--- src/rtl/core/frs_pkg.sv ---
// Shared widths, constants and the context record for the Fresnel reflectance pipeline.
// Depends on nothing; every other file in rtl/core uses it.
`default_nettype none

package frs_pkg;

  // Field widths.
  localparam int unsigned VEC_W  = 16;
  localparam int unsigned ETA_W  = 16;
  localparam int unsigned REFL_W = 16;

  // Internal widths.
  localparam int unsigned PROD_W  = 32;  // one Q2.14 by Q2.14 product
  localparam int unsigned DOT_W   = 34;  // sum of three products
  localparam int unsigned CA_W    = 29;  // |cos_i| in Q.28, up to 2^28
  localparam int unsigned SQ_W    = 58;  // cos_i squared
  localparam int unsigned ETA2_W  = 32;  // squared index
  localparam int unsigned P_W     = 61;  // eta_i^2 * sin_i^2
  localparam int unsigned DIV_W   = 46;  // divisor and remainder width of the shared step
  localparam int unsigned ST2_W   = 28;  // sin_t^2 quotient bits
  localparam int unsigned CT_W    = 29;  // cos_t in Q.28
  localparam int unsigned RAD_W   = 58;  // radicand for cos_t
  localparam int unsigned SQR_W   = 32;  // square root remainder
  localparam int unsigned SQRT_STEPS = 29;
  localparam int unsigned TERM_W  = 45;  // eta times cosine
  localparam int unsigned RQ_W    = 17;  // |Rs|, |Rp| in Q.16
  localparam int unsigned RSQ_W   = 34;
  localparam int unsigned SUM_W   = 35;

  // Register stages from input transaction to result strobe.
  localparam int unsigned PIPE_DEPTH = 6 + ST2_W + 1 + SQRT_STEPS + 2 + RQ_W + 2;

  localparam logic [CA_W-1:0]   ONE_Q28  = 29'd268435456;
  localparam logic [ETA_W-1:0]  ONE_Q12  = 16'd4096;
  localparam logic [REFL_W-1:0] FULL_Q15 = 16'd32768;
  localparam logic [SUM_W-1:0]  HALF_LSB = 35'd65536;

  // Per item data that rides along the pipeline.
  typedef struct packed {
    logic             tir;
    logic [ETA_W-1:0] eta_i;
    logic [ETA_W-1:0] eta_t;
    logic [CA_W-1:0]  cos_i;
  } frs_ctx_t;

endpackage

`default_nettype wire

--- src/rtl/core/frs_sqrt_step.sv ---
// One digit-by-digit square root step: brings in two radicand bits, yields one root bit.
// Depends on frs_pkg for widths.
`default_nettype none

module frs_sqrt_step (
  input  logic [frs_pkg::SQR_W-1:0] rem_i,
  input  logic [frs_pkg::CT_W-1:0]  root_i,
  input  logic [1:0]                pair_i,
  output logic [frs_pkg::SQR_W-1:0] rem_o,
  output logic [frs_pkg::CT_W-1:0]  root_o
);

  logic [frs_pkg::SQR_W-1:0] shifted;
  logic [frs_pkg::SQR_W-1:0] trial;
  logic [frs_pkg::SQR_W-1:0] diff;
  logic                      fits;

  // The trial value is four times the root plus one.
  assign shifted = {rem_i[frs_pkg::SQR_W-3:0], pair_i};
  assign trial   = {1'b0, root_i, 2'b01};
  assign diff    = shifted - trial;
  assign fits    = (shifted >= trial);
  assign rem_o   = fits ? diff : shifted;
  assign root_o  = {root_i[frs_pkg::CT_W-2:0], fits};

endmodule

`default_nettype wire

--- src/rtl/core/frs_cos_t.sv ---
// Square root pipeline: cos_t = floor(sqrt(cos_t^2 * 2^28)), one root bit per stage.
// Depends on frs_pkg and frs_sqrt_step.
`default_nettype none

module frs_cos_t (
  input  logic                       clk_i,
  input  logic                       rst_ni,
  input  logic                       valid_i,
  input  frs_pkg::frs_ctx_t          ctx_i,
  input  logic [frs_pkg::CA_W-1:0]   ct2_i,
  output logic                       valid_o,
  output frs_pkg::frs_ctx_t          ctx_o,
  output logic [frs_pkg::CT_W-1:0]   ct_o
);

  logic                       sq_v   [frs_pkg::SQRT_STEPS+1];
  frs_pkg::frs_ctx_t          sq_ctx [frs_pkg::SQRT_STEPS+1];
  logic [frs_pkg::RAD_W-1:0]  sq_rad [frs_pkg::SQRT_STEPS+1];
  logic [frs_pkg::SQR_W-1:0]  sq_rem [frs_pkg::SQRT_STEPS+1];
  logic [frs_pkg::CT_W-1:0]   sq_root[frs_pkg::SQRT_STEPS+1];

  // The radicand is cos_t^2 shifted up by 28 bits.
  assign sq_v[0]    = valid_i;
  assign sq_ctx[0]  = ctx_i;
  assign sq_rad[0]  = {1'b0, ct2_i, 28'd0};
  assign sq_rem[0]  = '0;
  assign sq_root[0] = '0;

  for (genvar k = 0; k < frs_pkg::SQRT_STEPS; k++) begin : g_sqrt
    logic [frs_pkg::SQR_W-1:0] rem_nx;
    logic [frs_pkg::CT_W-1:0]  root_nx;

    frs_sqrt_step u_step (
      .rem_i  (sq_rem[k]),
      .root_i (sq_root[k]),
      .pair_i (sq_rad[k][frs_pkg::RAD_W-1 -: 2]),
      .rem_o  (rem_nx),
      .root_o (root_nx)
    );

    always_ff @(posedge clk_i or negedge rst_ni) begin
      if (!rst_ni) begin
        sq_v[k+1] <= 1'b0;
      end else begin
        sq_v[k+1] <= sq_v[k];
      end
    end

    always_ff @(posedge clk_i) begin
      sq_ctx[k+1]  <= sq_ctx[k];
      sq_rad[k+1]  <= {sq_rad[k][frs_pkg::RAD_W-3:0], 2'b00};
      sq_rem[k+1]  <= rem_nx;
      sq_root[k+1] <= root_nx;
    end
  end

  assign valid_o = sq_v[frs_pkg::SQRT_STEPS];
  assign ctx_o   = sq_ctx[frs_pkg::SQRT_STEPS];
  assign ct_o    = sq_root[frs_pkg::SQRT_STEPS];

endmodule

`default_nettype wire

--- config.mk ---
export PLATFORM = sky130hd
export DESIGN_NAME = frs_cos_t
export DESIGN_NICKNAME = d
export VERILOG_FILES = /design/src/rtl/core/frs_pkg.sv /design/src/rtl/core/frs_sqrt_step.sv /design/src/rtl/core/frs_cos_t.sv
export SDC_FILE = /design/constraint.sdc
export NUM_CORES = 2
export LEC_CHECK = 0
export ABC_AREA = 1
export BUFFER_PORTS_ARGS = -buffer_cell sky130_fd_sc_hd__buf_2
export CAP_MARGIN = 40
export CORE_UTILIZATION = 55
export DETAILED_ROUTE_END_ITERATION = 10
export PLACE_DENSITY = 0.71
export SLEW_MARGIN = 20
export SYNTH_ARGS = -nofsm -noshare
export SYNTH_HDL_FRONTEND = slang
export SYNTH_SLANG_ARGS = --single-unit
--- constraint.sdc ---
create_clock -name clk_i -period 5.5 [get_ports clk_i]
set_input_delay 0.275 -clock clk_i [delete_from_list [all_inputs] [get_ports clk_i]]
set_output_delay 0.275 -clock clk_i [all_outputs]
set_load 0.01 [all_outputs]
==> flow_results.xml <==
<?xml version="1.0" encoding="UTF-8"?>
<metrics>
  <group name="placement">
    <metric name="dpl.hpwl" unit="mm">210</metric>
    <metric name="port-buffer-count" unit="">185</metric>
    <metric name="gp_routability_congestion" unit="">0.961</metric>
    <metric name="placed_area" unit="um^2">116000</metric>
    <metric name="placed_cells_incl_taps" unit="">15896</metric>
  </group>
  <group name="grt">
    <metric name="first_pass_grt_wire_length" unit="mm">440</metric>
    <metric name="initial_antenna_violation_count" unit="">9</metric>
    <metric name="overflow" unit="">0</metric>
    <metric name="grtUsageTotal" unit="%">27.1</metric>
    <metric name="grt_pass1_vias" unit="">81282</metric>
    <metric name="grt_max_degree" unit="">40</metric>
  </group>
  <group name="logic_synthesis">
    <metric name="synth_nets" unit="">13736</metric>
    <metric name="synth_area" unit="um^2">113000</metric>
    <metric name="post_syn_instances" unit="">13192</metric>
    <metric name="synth-seq-cells" unit="">3251</metric>
    <metric name="synth_top_area_share" unit="%">57.3</metric>
    <metric name="async_set_or_reset_register_ratio_after_synthesis" unit="%">0.892</metric>
    <metric name="post_synth.cell_area_avg" unit="um^2">8.53</metric>
    <metric name="synth_cell_type_count" unit="">56</metric>
    <metric name="synth.yosys.seq_area_share" unit="%">57.9</metric>
    <metric name="postSynth.topFlopCell" unit="">sky130_fd_sc_hd__dfxtp_1</metric>
    <metric name="synth_edf_count" unit="">0</metric>
    <metric name="cell_types_with_the_largest_area_share_after_synthesis" unit="">sky130_fd_sc_hd__dfxtp_1 (57%), sky130_fd_sc_hd__nand2_1 (13%), sky130_fd_sc_hd__inv_1 (7.0%)</metric>
    <metric name="synth_area_leader_cell" unit="">sky130_fd_sc_hd__dfxtp_1</metric>
    <metric name="ys.warnings.count" unit="">0</metric>
  </group>
  <group name="detailed_routing">
    <metric name="dr.first_iter.drc_count" unit="">5782</metric>
    <metric name="detail_route.wl_per_cell" unit="um">17.0</metric>
    <metric name="vias_per_cell" unit="">4.92</metric>
    <metric name="first_pass_iters" unit="">6</metric>
    <metric name="routed_wirelength" unit="mm">284</metric>
    <metric name="routed_via_count" unit="">81880</metric>
    <metric name="final_antenna_net_count" unit="">0</metric>
    <metric name="drc" unit="">0</metric>
  </group>
  <group name="timing">
    <metric name="achievable-frequency" unit="MHz">325</metric>
    <metric name="max_slew_margin" unit="%">44.5</metric>
    <metric name="number_of_hold_violations_in_the_final_report" unit="">0</metric>
    <metric name="final_period_util" unit="%">55.9</metric>
    <metric name="timing.clock.skew" unit="ps">92.4</metric>
    <metric name="timing.final.crit_period" unit="ps">3070</metric>
    <metric name="rsz0062_at_grt" unit="">false</metric>
    <metric name="timing_worst_slew_pin_value" unit="ps">831</metric>
    <metric name="finalMaxSlewViolations" unit="">0</metric>
    <metric name="setup_tns" unit="ps">0</metric>
    <metric name="setup-violations-final" unit="">0</metric>
  </group>
  <group name="cts">
    <metric name="cts_max_level" unit="">5</metric>
    <metric name="clk_pin_slew_worst_paths" unit="ps">60</metric>
    <metric name="cts.sinks" unit="">3251</metric>
    <metric name="max-clock-path-buffers" unit="">4</metric>
    <metric name="root_buffer" unit="">sky130_fd_sc_hd__clkbuf_16</metric>
    <metric name="clk_latency" unit="ps">950</metric>
    <metric name="tritoncts" unit="">done</metric>
    <metric name="tritoncts_buffers" unit="">321</metric>
    <metric name="cts_resized" unit="">0</metric>
  </group>
  <group name="floorplanning">
    <metric name="coreArea" unit="um^2">203000</metric>
    <metric name="pin_count" unit="">186</metric>
    <metric name="chipWidth" unit="um">454</metric>
    <metric name="initial_core_utilization" unit="%">55.5</metric>
    <metric name="floorplan.rows" unit="">165</metric>
    <metric name="die_boundary_height" unit="um">454</metric>
    <metric name="fp.dieArea" unit="um^2">206000</metric>
  </group>
  <group name="job">
    <metric name="cap_viol_max_count" unit="">0</metric>
  </group>
  <group name="layout">
    <metric name="finalNonFillerCells" unit="">16647</metric>
    <metric name="final_layout_size_suffix_gt1_share" unit="%">6.61</metric>
    <metric name="layout.cell_area.non_filler" unit="um^2">128000</metric>
    <metric name="mostFrequentLayoutCells" unit="">sky130_fd_sc_hd__nand2_1 (3848), sky130_fd_sc_hd__dfxtp_1 (3222), sky130_fd_sc_hd__inv_1 (2085)</metric>
    <metric name="most_common_cell_after_layout_fill_and_taps_aside" unit="">sky130_fd_sc_hd__nand2_1</metric>
    <metric name="area_delta_synth_final" unit="%">14.1</metric>
    <metric name="design.final.nets" unit="">14272</metric>
  </group>
  <group name="setup_path">
    <metric name="cpMostUsedCell" unit="">sky130_fd_sc_hd__nand2_1</metric>
    <metric name="required" unit="ps">6270</metric>
    <metric name="end_kind" unit="">flop</metric>
    <metric name="crit_chain" unit="">ha_1 &gt; inv_1 &gt; fa_1 &gt; inv_1 &gt; nand2_1 &gt; nand3_2 &gt; nand3_1 &gt; nand2_1 &gt; nand2_1 &gt; nand2_2 &gt; inv_2 &gt; nand2_1 &gt; nand2_1</metric>
    <metric name="timing_worst_setup_path_type" unit="">flop to flop</metric>
    <metric name="cp_slowest_cell" unit="">sky130_fd_sc_hd__dfxtp_1</metric>
    <metric name="critPathMaxStageDelay" unit="ps">490</metric>
    <metric name="cp_data_arrival_time" unit="ps">3850</metric>
    <metric name="worst-path-max-fanout" unit="">28</metric>
    <metric name="crit_path_start_kind" unit="">flop</metric>
  </group>
  <group name="min_path">
    <metric name="worstHoldPathType" unit="">input port to flop</metric>
  </group>
  <group name="outcome">
    <metric name="run_status" unit="">finished clean</metric>
  </group>
  <group name="power_and_ir_drop">
    <metric name="power_density_over_the_cells" unit="nW/um^2">481</metric>
    <metric name="p_leak" unit="nW">65.1</metric>
    <metric name="vdd.ir_drop.worst" unit="mV">0.469</metric>
  </group>
</metrics>
==> sequential cells by signal, summed over array words and instances, names as in the netlist <==
register and cells:
sq_ctx 1736, sq_rem 779, sq_root 406, sq_rad 210, ctx_o 62, ct_o 29, sq_v 28, valid_o 1
==> cell families after synthesis <==
kind of cell / Yosys count / share of synthesized area [%]
AO/OA/AOI/OAI: 869 / 4.18
XOR/XNOR: 314 / 2.44
adder cells (fa/ha/maj): 450 / 5.09
buffers and inverters: 2276 / 8.09
flip-flops: 3251 / 57.9
other: 1 / 0.00333
AND/OR/NAND/NOR: 6031 / 22.3
==> repair_timing <==
action | 4_1_cts | 5_1_grt
hold endpoints to repair | 121 | 0
hold buffers | 181 | 0
buffers inserted | 0 | 0
==> per-stage QoR <==
step / hold slack [ps] / setup slack, ps / power (mW) / utilization [%]
after floorplan: -20.6 / 3460 / 35.7 / -
after global placement: 289 / 2560 / 39.5 / 57.1
after detailed placement: 308 / 2510 / 39.6 / 57.1
after CTS: 7.81 / 2500 / 62.2 / 63.4
after global routing: 7.63 / 2250 / 64.8 / 63.4
final: 45.5 / 2430 / 61.8 / 63.4
==> metal layers <==
layer / vias to the layer above / global-route usage (%) / share of wire (%)
met5: - / 0 / 0.0046
met4: 2 / 10.8 / 4.0
met3: 597 / 3.31 / 4.5
met1: 37474 / 33.0 / 42
met2: 2160 / 48.4 / 49
li1: 41647 / - / -
==> cell type report <==
class | count | area [um^2]
Antenna cell | 6 | 15.0
Clock buffer | 426 | 9100
Clock inverter | 138 | 1790
Fill cell | 16861 | 74300
Inverter | 2119 | 7960
Multi-Input combinational cell | 7665 | 38200
Sequential cell | 3251 | 65200
Tap cell | 2672 | 3340
Timing Repair Buffer | 370 | 2800
==> synthesized netlist by cell type (35+ instances only) <==
library cell and number:
sky130_fd_sc_hd__nor2_1 883, sky130_fd_sc_hd__nand2_1 3848, sky130_fd_sc_hd__buf_4 90, sky130_fd_sc_hd__ha_1 437, sky130_fd_sc_hd__inv_1 2085, sky130_fd_sc_hd__nor3_1 142
sky130_fd_sc_hd__o21ai_1 49, sky130_fd_sc_hd__a21oi_2 35, sky130_fd_sc_hd__nand3b_1 74, sky130_fd_sc_hd__xor2_1 175, sky130_fd_sc_hd__xnor2_1 139, sky130_fd_sc_hd__nand4_1 164
sky130_fd_sc_hd__buf_2 46, sky130_fd_sc_hd__dfxtp_1 3222, sky130_fd_sc_hd__nand3_1 743, sky130_fd_sc_hd__a21oi_1 454, sky130_fd_sc_hd__o21ai_0 255
==> where the power goes <==
group / total, mW / switching (mW) / internal, mW
registers: 28.4 / 2.16 / 26.3
logic: 11.0 / 7.46 / 3.56
clock network: 22.4 / 9.08 / 13.3
total: 61.8 / 18.7 / 43.1
==> path summary, 6_finish.rpt <==
check                             startpoint      endpoint  slack, ps  cells after the start
worst max-delay path             sq_rem[192]   sq_rem[182]       2430                     13
worst min-delay path               ctx_i[38]  sq_ctx[1774]         50                      2
worst max register to register   sq_rem[192]   sq_rem[182]       2430                     13
worst min register to register  sq_ctx[1358]  sq_ctx[1296]        260                      0
max in group asynchronous             rst_ni       sq_v[3]       4900                      4
min in group asynchronous             rst_ni      sq_v[18]        430                      4
==> critical path: cells and delay by family (launching register included) <==
| family | cells | cell delay [ps] |
|---|---|---|
| simple gates | 8 | 1150 |
| fa+ha+maj | 2 | 690 |
| buf+inv | 3 | 620 |
| flops | 1 | 490 |
Note: power is estimated with default switching activity, not from simulation.
